`config.mk`:
```
export PLATFORM = sky130hd
export DESIGN_NAME = argb_over_rgb565_blend
export DESIGN_NICKNAME = d
export VERILOG_FILES = /design/src/hdl/aob_pkg.sv /design/src/hdl/aob_bg_reg.sv /design/src/hdl/aob_mix.sv /design/src/hdl/argb_over_rgb565_blend.sv
export SDC_FILE = /design/constraint.sdc
export NUM_CORES = 1
export LEC_CHECK = 0
export ABC_AREA = 1
export BUFFER_PORTS_ARGS = -buffer_cell sky130_fd_sc_hd__buf_4
export CORE_ASPECT_RATIO = 1.1
export CORE_MARGIN = 2
export CORE_UTILIZATION = 60
export CTS_BUF_LIST = sky130_fd_sc_hd__clkbuf_16
export DETAILED_ROUTE_END_ITERATION = 8
export GPL_TIMING_DRIVEN = 0
export HOLD_SLACK_MARGIN = 0.1
export PLACE_DENSITY = 0.82
export SLEW_MARGIN = 25
export SYNTH_ARGS = -nofsm -noshare
export SYNTH_HDL_FRONTEND = slang
export SYNTH_HIERARCHICAL = 1
export SYNTH_SLANG_ARGS = --single-unit
```
`constraint.sdc`:
```
create_clock -name clk_i -period 8.9 [get_ports clk_i]
set_input_delay 0.445 -clock clk_i [delete_from_list [all_inputs] [get_ports clk_i]]
set_output_delay 0.445 -clock clk_i [all_outputs]
set_load 0.01 [all_outputs]
```
`src/hdl/aob_pkg.sv`:
```
// Package: types, widening tables and packing helper for the ARGB-over-RGB565 blender
`timescale 1ns / 1ps
package aob_pkg;

  typedef logic [7:0] lut32_t [32];
  typedef logic [7:0] lut64_t [64];

  typedef struct packed {
    logic [7:0] r;
    logic [7:0] g;
    logic [7:0] b;
  } rgb888_t;

  function automatic lut32_t build_widen5();
    lut32_t tbl;
    for (int i = 0; i < 32; i++) begin
      tbl[i] = 8'((i * 255) / 31);
    end
    return tbl;
  endfunction

  function automatic lut64_t build_widen6();
    lut64_t tbl;
    for (int i = 0; i < 64; i++) begin
      tbl[i] = 8'((i * 255) / 63);
    end
    return tbl;
  endfunction

  localparam lut32_t Widen5Lut = build_widen5();
  localparam lut64_t Widen6Lut = build_widen6();

  localparam logic [7:0] AlphaClear  = 8'h00;
  localparam logic [7:0] AlphaOpaque = 8'hFF;

  function automatic logic [15:0] pack565(rgb888_t c);
    return {c.r[7:3], c.g[7:2], c.b[7:3]};
  endfunction

endpackage

```
`src/hdl/aob_bg_reg.sv`:
```
// Background color register with its 8-bit-per-channel widened copy
`timescale 1ns / 1ps
module aob_bg_reg
  import aob_pkg::*;
(
  input  logic        clk_i,
  input  logic        rst_ni,
  input  logic        cfg_we_i,
  input  logic [15:0] cfg_wdata_i,
  output logic [15:0] bg_raw_o,
  output rgb888_t     bg_wide_o
);

  logic [15:0] bg_q;
  rgb888_t     wide_q;
  rgb888_t     wide_d;

  always_comb begin
    wide_d.r = Widen5Lut[cfg_wdata_i[15:11]];
    wide_d.g = Widen6Lut[cfg_wdata_i[10:5]];
    wide_d.b = Widen5Lut[cfg_wdata_i[4:0]];
  end

  always_ff @(posedge clk_i or negedge rst_ni) begin
    if (!rst_ni) begin
      bg_q   <= '0;
      wide_q <= '0;
    end else if (cfg_we_i) begin
      bg_q   <= cfg_wdata_i;
      wide_q <= wide_d;
    end
  end

  assign bg_raw_o  = bg_q;
  assign bg_wide_o = wide_q;

endmodule

```
`src/hdl/aob_mix.sv`:
```
// One channel of the alpha mix: (src*a + bg*(255-a)) / 255, truncated
`timescale 1ns / 1ps
module aob_mix
  import aob_pkg::*;
(
  input  logic [7:0] src_i,
  input  logic [7:0] bg_i,
  input  logic [7:0] alpha_i,
  output logic [7:0] mix_o
);

  logic signed [8:0]  diff;
  logic signed [17:0] prod;
  logic        [16:0] base;
  logic signed [17:0] sum;
  logic        [15:0] num;
  logic        [16:0] quot;

  // bg*255 + (src - bg)*a, then divide by 255 via x + (x >> 8) + 1 >> 8
  always_comb begin
    diff = $signed({1'b0, src_i}) - $signed({1'b0, bg_i});
    prod = $signed({{9{diff[8]}}, diff}) * $signed({10'b0, alpha_i});
    base = {1'b0, bg_i, 8'b0} - {9'b0, bg_i};
    sum  = prod + $signed({1'b0, base});
    num  = sum[15:0];
    quot = {1'b0, num} + {9'b0, num[15:8]} + 17'd1;
  end

  assign mix_o = quot[15:8];

endmodule

```
`src/hdl/argb_over_rgb565_blend.sv`:
```
// Top level: ARGB8888 pixel blended over an RGB565 background color
// Pipeline: input reg, then result reg; a word moves on when the result reg is empty or the output is not stalled.
// Throughput: one pixel per cycle while the output is not stalled; the mix is one 9x9 multiply per channel.
// Stall from the output propagates back through both registers in the same cycle.
// Reset: both pipeline stages empty, background color and its widened copy cleared to 0.
`timescale 1ns / 1ps
module argb_over_rgb565_blend
  import aob_pkg::*;
(
  input  logic        clk_i,
  input  logic        rst_ni,
  input  logic        cfg_we_i,
  input  logic [15:0] cfg_wdata_i,
  input  logic        in_valid_i,
  output logic        in_stall_o,
  input  logic [31:0] pixel_argb_i,
  output logic        out_valid_o,
  input  logic        out_stall_i,
  output logic [15:0] pixel_rgb565_o
);

  logic        in_valid_q;
  logic [31:0] pix_q;
  logic        res_valid_q;
  logic [15:0] res_q;
  logic [15:0] res_d;
  logic        adv_res;
  logic        adv_in;
  logic [15:0] bg_raw;
  rgb888_t     bg_wide;
  rgb888_t     src;
  rgb888_t     mixed;
  logic [7:0]  alpha;

  aob_bg_reg u_bg_reg (
    .clk_i       (clk_i),
    .rst_ni      (rst_ni),
    .cfg_we_i    (cfg_we_i),
    .cfg_wdata_i (cfg_wdata_i),
    .bg_raw_o    (bg_raw),
    .bg_wide_o   (bg_wide)
  );

  assign alpha = pix_q[31:24];
  assign src   = pix_q[23:0];

  aob_mix u_mix_r (.src_i(src.r), .bg_i(bg_wide.r), .alpha_i(alpha), .mix_o(mixed.r));
  aob_mix u_mix_g (.src_i(src.g), .bg_i(bg_wide.g), .alpha_i(alpha), .mix_o(mixed.g));
  aob_mix u_mix_b (.src_i(src.b), .bg_i(bg_wide.b), .alpha_i(alpha), .mix_o(mixed.b));

  always_comb begin
    if (alpha == AlphaClear) begin
      res_d = bg_raw;
    end else if (alpha == AlphaOpaque) begin
      res_d = pack565(src);
    end else begin
      res_d = pack565(mixed);
    end
  end

  assign adv_res    = !res_valid_q || !out_stall_i;
  assign adv_in     = !in_valid_q || adv_res;
  assign in_stall_o = !adv_in;

  always_ff @(posedge clk_i or negedge rst_ni) begin
    if (!rst_ni) begin
      in_valid_q  <= 1'b0;
      res_valid_q <= 1'b0;
    end else begin
      if (adv_in) begin
        in_valid_q <= in_valid_i;
      end
      if (adv_res) begin
        res_valid_q <= in_valid_q;
      end
    end
  end

  always_ff @(posedge clk_i) begin
    if (adv_in && in_valid_i) begin
      pix_q <= pixel_argb_i;
    end
    if (adv_res && in_valid_q) begin
      res_q <= res_d;
    end
  end

  assign out_valid_o    = res_valid_q;
  assign pixel_rgb565_o = res_q;

  a_empty_stage_accepts : assert property (@(posedge clk_i) disable iff (!rst_ni)
    !in_valid_q |-> !in_stall_o)
    else $error("input stalled with empty input register");

  a_input_word_held : assert property (@(posedge clk_i) disable iff (!rst_ni)
    (in_valid_q && in_stall_o) |=> (in_valid_q && $stable(pix_q)))
    else $error("input register lost a stalled word");

  a_result_loads : assert property (@(posedge clk_i) disable iff (!rst_ni)
    (in_valid_q && !out_stall_i) |=> out_valid_o)
    else $error("result register failed to take a word");

endmodule

```
==> results of run 1 <==
## path summary, 6_finish.rpt
kind,start,end,slack (ns),cells past startpoint
max in group asynchronous,rst_ni,u_bg_reg/bg_wide_o[11],8.07,2
setup / recovery,u_bg_reg/bg_raw_o[13],pixel_rgb565_o[15],0.54,41
hold reg to reg,in_valid_q,out_valid_o,0.49,2
setup reg to reg,u_bg_reg/bg_raw_o[13],pixel_rgb565_o[15],0.54,41
hold / removal,pixel_argb_i[13],pix_q[13],0.27,1
min in group asynchronous,rst_ni,in_valid_q,0.56,2
## layout make-up
class | instances | area, um2 | share of cell area
well taps | 357 | 446.7 | 0.02516
plain buffers | 33 | 244.0 | 0.01374
flip-flops and latches | 74 | 2092 | 0.1178
multi-input cells | 1517 | 11790 | 0.6639
clock inverters | 7 | 45.04 | 0.002537
clock buffers | 9 | 225.2 | 0.01268
repair buffers | 73 | 566.8 | 0.03192
inverters | 625 | 2349 | 0.1323
## flip-flops by register name, indices dropped and copies added (netlist names)
signal,count
pix_q,32
pixel_rgb565_o,16
u_bg_reg/bg_wide_o,15
u_bg_reg/bg_raw_o,9
in_valid_q,1
out_valid_o,1
## routing by layer
| metal | share of wire | routed length [um] |
|---|---|---|
| met5 | 0 | 0 |
| met4 | 0.047 | 1983 |
| met3 | 0.066 | 2803 |
| met2 | 0.49 | 20850 |
| met1 | 0.40 | 16770 |
## critical path, delay by kind of cell (launching register included)
family	cells	cell delay [ns]
AOI/OAI and AO/OA	2	0.46
adders and majority gates	8	3.71
buffers and inverters	9	0.93
DFF	1	0.40
and+or+nand+nor	22	2.57
## metrics by stage
| stage | instance area, um2 | instances | setup WS (ns) | utilization | hold slack, ns |
|---|---|---|---|---|---|
| floorplan | 16450 | 2249 | 1.656 | - | 0.1494 |
| global placement | 17430 | 2676 | 0.6435 | 0.6464 | 0.3791 |
| detailed placement | 17460 | 2678 | 0.5143 | 0.6477 | 0.3858 |
| CTS | 17740 | 2695 | 0.4850 | 0.6581 | 0.2559 |
| global route | 17760 | 2695 | 0.0005453 | 0.6586 | 0.2573 |
| finish | 17760 | 2695 | 0.5366 | 0.6586 | 0.2656 |
## what timing repair did
| item | 4_1_cts | 5_1_grt |
|---|---|---|
| hold buffers | 1 | 0 |
| setup endpoints to repair | 0 | 3 |
| endpoints found under the hold margin | 26 | 0 |
| resized for setup | 0 | 2 |
| setup buffers | 0 | 0 |
==> impl_metrics.yaml, run 1 <==
detailed_routing:
  routed_wl_um: 42410
  dr.pass1.iters: 6
  vias: 14218
  drt.antenna.violating_nets: 0
  wl_per_cell_um: 15.74
  via_per_inst: 5.276
  drc: 0
  drt_iter0_markers: 1005
cts:
  worstSkewPairLatency_ns: 0.35
  cts_tree: "built"
  htree_levels: 3
  clk_pin_slew_ns: 0.07
  ctsRootBufferMaster: "clkbuf_16"
  clock_path_buffers: 2
  numCtsBuffers: 9
  clock-sinks: 74
sta:
  slew_headroom: 0.3631
  setup_viol: 0
  finalMaxSlewViolations: 0
  fmax_mhz: 119.6
  timing_hold_violations_final: 0
  post-route-min-period_ns: 8.363
  clock_skew_ns: 0.009948
  period_share: 0.9397
  finalSetupTns_ns: 0
  rsz0062_at_grt: "no"
  worstMarginPinSlew_ns: 0.9554
grt:
  antenna_found_initial: 0
  grt_max_degree: 27
  gr-usage-met3: 0.04884
  gr-max-usage-layer: "met2"
  grt_pass1_vias: 14705
  grt-ovfl-total: 0
  grt_usage: 0.3109
  use_met1: 0.3772
  met2_usage: 0.5459
  grt_pass1_wl_um: 70210
critical_path:
  worstSetupStartpointType: "flop"
  end_kind: "flop"
  critPathMostFrequentCell: "nand2_1"
  arrival_ns: 8.43
  required_ns: 8.97
  slowest_delay_ns: 0.56
  crit_fanout: 6
  path_class: "flop to flop"
  slowest_stage: "fa_1"
final_layout:
  mostFrequentLayoutCell: "inv_1"
  fin_nets: 2767
  n_antenna_cell: 0
  drive_gt1_frac: 0.08041
  syn2layout_area_growth_pct: 7.916
  final_cell_mix: "inv_1 (617), nand2_1 (590), fa_1 (231)"
  fillers: 2335
die:
  core-area_um2: 26960
  die_area_um2: 28760
  start_util: 0.6103
  boundaryPins: 71
  rows: 63
  die_w_um: 161.9
  dieHeight_um: 177.7
synth:
  syn_avg_cell_area_um2: 7.316
  mappedNetlistArea_um2: 16450
  ys_warn_count: 6
  synthCells: 2249
  syn_nets: 2683
place:
  gp_congestion: 0.9801
  post-dp-hpwl_um: 36130
  portBuffers: 70
hold_path:
  hold_class: "input port to flop"
run_status:
  status: "complete, no violations"
run:
  drv_cap: 0
Power of run 1 is left out: the tool's default activity adds up to more than one toggle a clock period on the data nets, which glitch-free logic cannot reach.
==> run 2: changes to the inputs <==
--- a/config.mk
+++ b/config.mk
@@ -9,12 +9,12 @@
 export BUFFER_PORTS_ARGS = -buffer_cell sky130_fd_sc_hd__buf_4
 export CORE_ASPECT_RATIO = 1.1
 export CORE_MARGIN = 2
-export CORE_UTILIZATION = 60
+export CORE_UTILIZATION = 59
 export CTS_BUF_LIST = sky130_fd_sc_hd__clkbuf_16
 export DETAILED_ROUTE_END_ITERATION = 8
 export GPL_TIMING_DRIVEN = 0
 export HOLD_SLACK_MARGIN = 0.1
-export PLACE_DENSITY = 0.82
+export PLACE_DENSITY = 0.84
 export SLEW_MARGIN = 25
 export SYNTH_ARGS = -nofsm -noshare
 export SYNTH_HDL_FRONTEND = slang
==> constraint.sdc (replaced) <==
create_clock -name clk_i -period 7.4 [get_ports clk_i]
set_input_delay 0.37 -clock clk_i [delete_from_list [all_inputs] [get_ports clk_i]]
set_output_delay 0.37 -clock clk_i [all_outputs]
set_load 0.01 [all_outputs]
==> impl_metrics.yaml, run 2 (synthesis results as in run 1) <==
final_layout:
  syn2layout_area_growth_pct: 25.94
  regMostFlops: "pix_q"
  n_antenna_cell: 0
  drive_gt1_frac: 0.2706
  fin_nets: 2894
  mostFrequentLayoutCell: "inv_1"
  largest_reg_flops: 32
  layout.cells.non_filler: 2828
  final_cell_mix: "inv_1 (548), nand2_1 (488), fa_1 (218)"
cts:
  ctsRootBufferMaster: "clkbuf_16"
  clock_path_buffers: 2
  worstSkewPairLatency_ns: 0.36
  clock-sinks: 74
  clk_pin_slew_ns: 0.07
  numCtsBuffers: 9
  cts_tree: "built"
  htree_levels: 3
critical_path:
  slowest_stage: "fa_1"
  end_kind: "flop"
  slowest_delay_ns: 0.56
  worstSetupStartpointType: "flop"
  required_ns: 7.52
  critPathBufInv: 8
  rr_worst_depth: 40
  path_class: "flop to flop"
  arrival_ns: 7.71
  critPathTopFamily: "adder cells"
  crit_fanout: 3
  cp.depth: 40
die:
  die_w_um: 163.2
  start_util: 0.5956
  rows: 64
  dieHeight_um: 179.1
  die_area_um2: 29240
  core-area_um2: 27630
  boundaryPins: 71
place:
  place_inst: 2684
  portBuffers: 70
  post-dp-hpwl_um: 35920
  gp_congestion: 0.9759
detailed_routing:
  dr.pass1.iters: 8
  topRoutingLayerUsed: "met5"
  drt.antenna.violating_nets: 0
  met1_length_um: 18580
  via_per_inst: 5.577
  vias: 15772
  met3WireLength_um: 4159
  routed_wl_um: 51060
  wl_met2_um: 24830
  wl_per_cell_um: 18.06
  drc: 0
  drt_iter0_markers: 1616
grt:
  grt-ovfl-total: 0
  grt_pass1_wl_um: 73060
  grt_pass1_vias: 15178
  antenna_found_initial: 1
  grt_max_degree: 27
  grt_usage: 0.3212
sta:
  period_share: 1.026
  slew_headroom: 0.2936
  worstMarginPinSlew_ns: 1.060
  finalSetupTns_ns: -0.7338
  setup_ws_ns: -0.1907
  clock_skew_ns: 0.01398
  setup_viol: 9
  fmax_mhz: 131.7
  timing_hold_violations_final: 0
  finalMaxSlewViolations: 0
  post-route-min-period_ns: 7.591
  rsz0062_at_grt: "yes"
hold_path:
  hold_class: "input port to flop"
  hold_path_depth: 1
run:
  drv_cap: 0
run_status:
  violations: "negative setup slack"
  status: "finished with violations"
## run 2: changes by cell type in the layout (fill, tap and decap cells not counted), sizes merged
cell,delta
clkinvlp,+11
inv,-12
buf,+127
clkinv,+1
## run 2: area by class of cell
class / count / area, um2
plain buffers: 32 / 240.2
clock buffers: 9 / 225.2
clock inverters: 7 / 35.03
fillers: 1805 / 6905
inverters: 625 / 2419
multi-input cells: 1517 / 13650
flip-flops and latches: 74 / 2093
well taps: 363 / 454.2
repair buffers: 201 / 1602
## run 2: routing by layer
| layer | vias to the layer above | global-route usage |
|---|---|---|
| li1 | 7091 | - |
| met1 | 7518 | 0.3872 |
| met2 | 883 | 0.5519 |
| met3 | 278 | 0.05482 |
| met4 | 2 | 0.1692 |
| met5 | - | 0 |
## run 2: worst paths after layout
check	start	end	slack, ns
worst max-delay path	pix_q[8]	pixel_rgb565_o[10]	-0.19
worst min-delay path	pixel_argb_i[18]	pix_q[18]	0.18
worst max register to register	pix_q[8]	pixel_rgb565_o[10]	-0.19
worst min register to register	in_valid_q	out_valid_o	0.48
max in group asynchronous	rst_ni	u_bg_reg/bg_wide_o[2]	6.63
min in group asynchronous	rst_ni	u_bg_reg/bg_wide_o[8]	0.47
## run 2: what timing repair did
item                                    4_1_cts  5_1_grt
endpoints found under the hold margin        26        0
endpoints found under the setup margin       16       16
gates resized for setup                     171      298
setup buffers                                43       86
hold buffers                                  1        0
pin swaps                                    53      219
## run 2: through the flow
stage / utilization / hold WS [ns] / cell area, um2 / setup slack (ns)
finish: 0.7500 / 0.1798 / 20720 / -0.1907
CTS: 0.6857 / 0.1705 / 18940 / -0.01636
global route: 0.7500 / 0.1787 / 20720 / -0.4406
detailed placement: 0.6326 / 0.3059 / 17480 / -1.103
floorplan: - / 0.07441 / 16450 / 0.1558
global placement: 0.6310 / 0.3026 / 17430 / -0.9837
Power of run 2 is left out for the same reason.
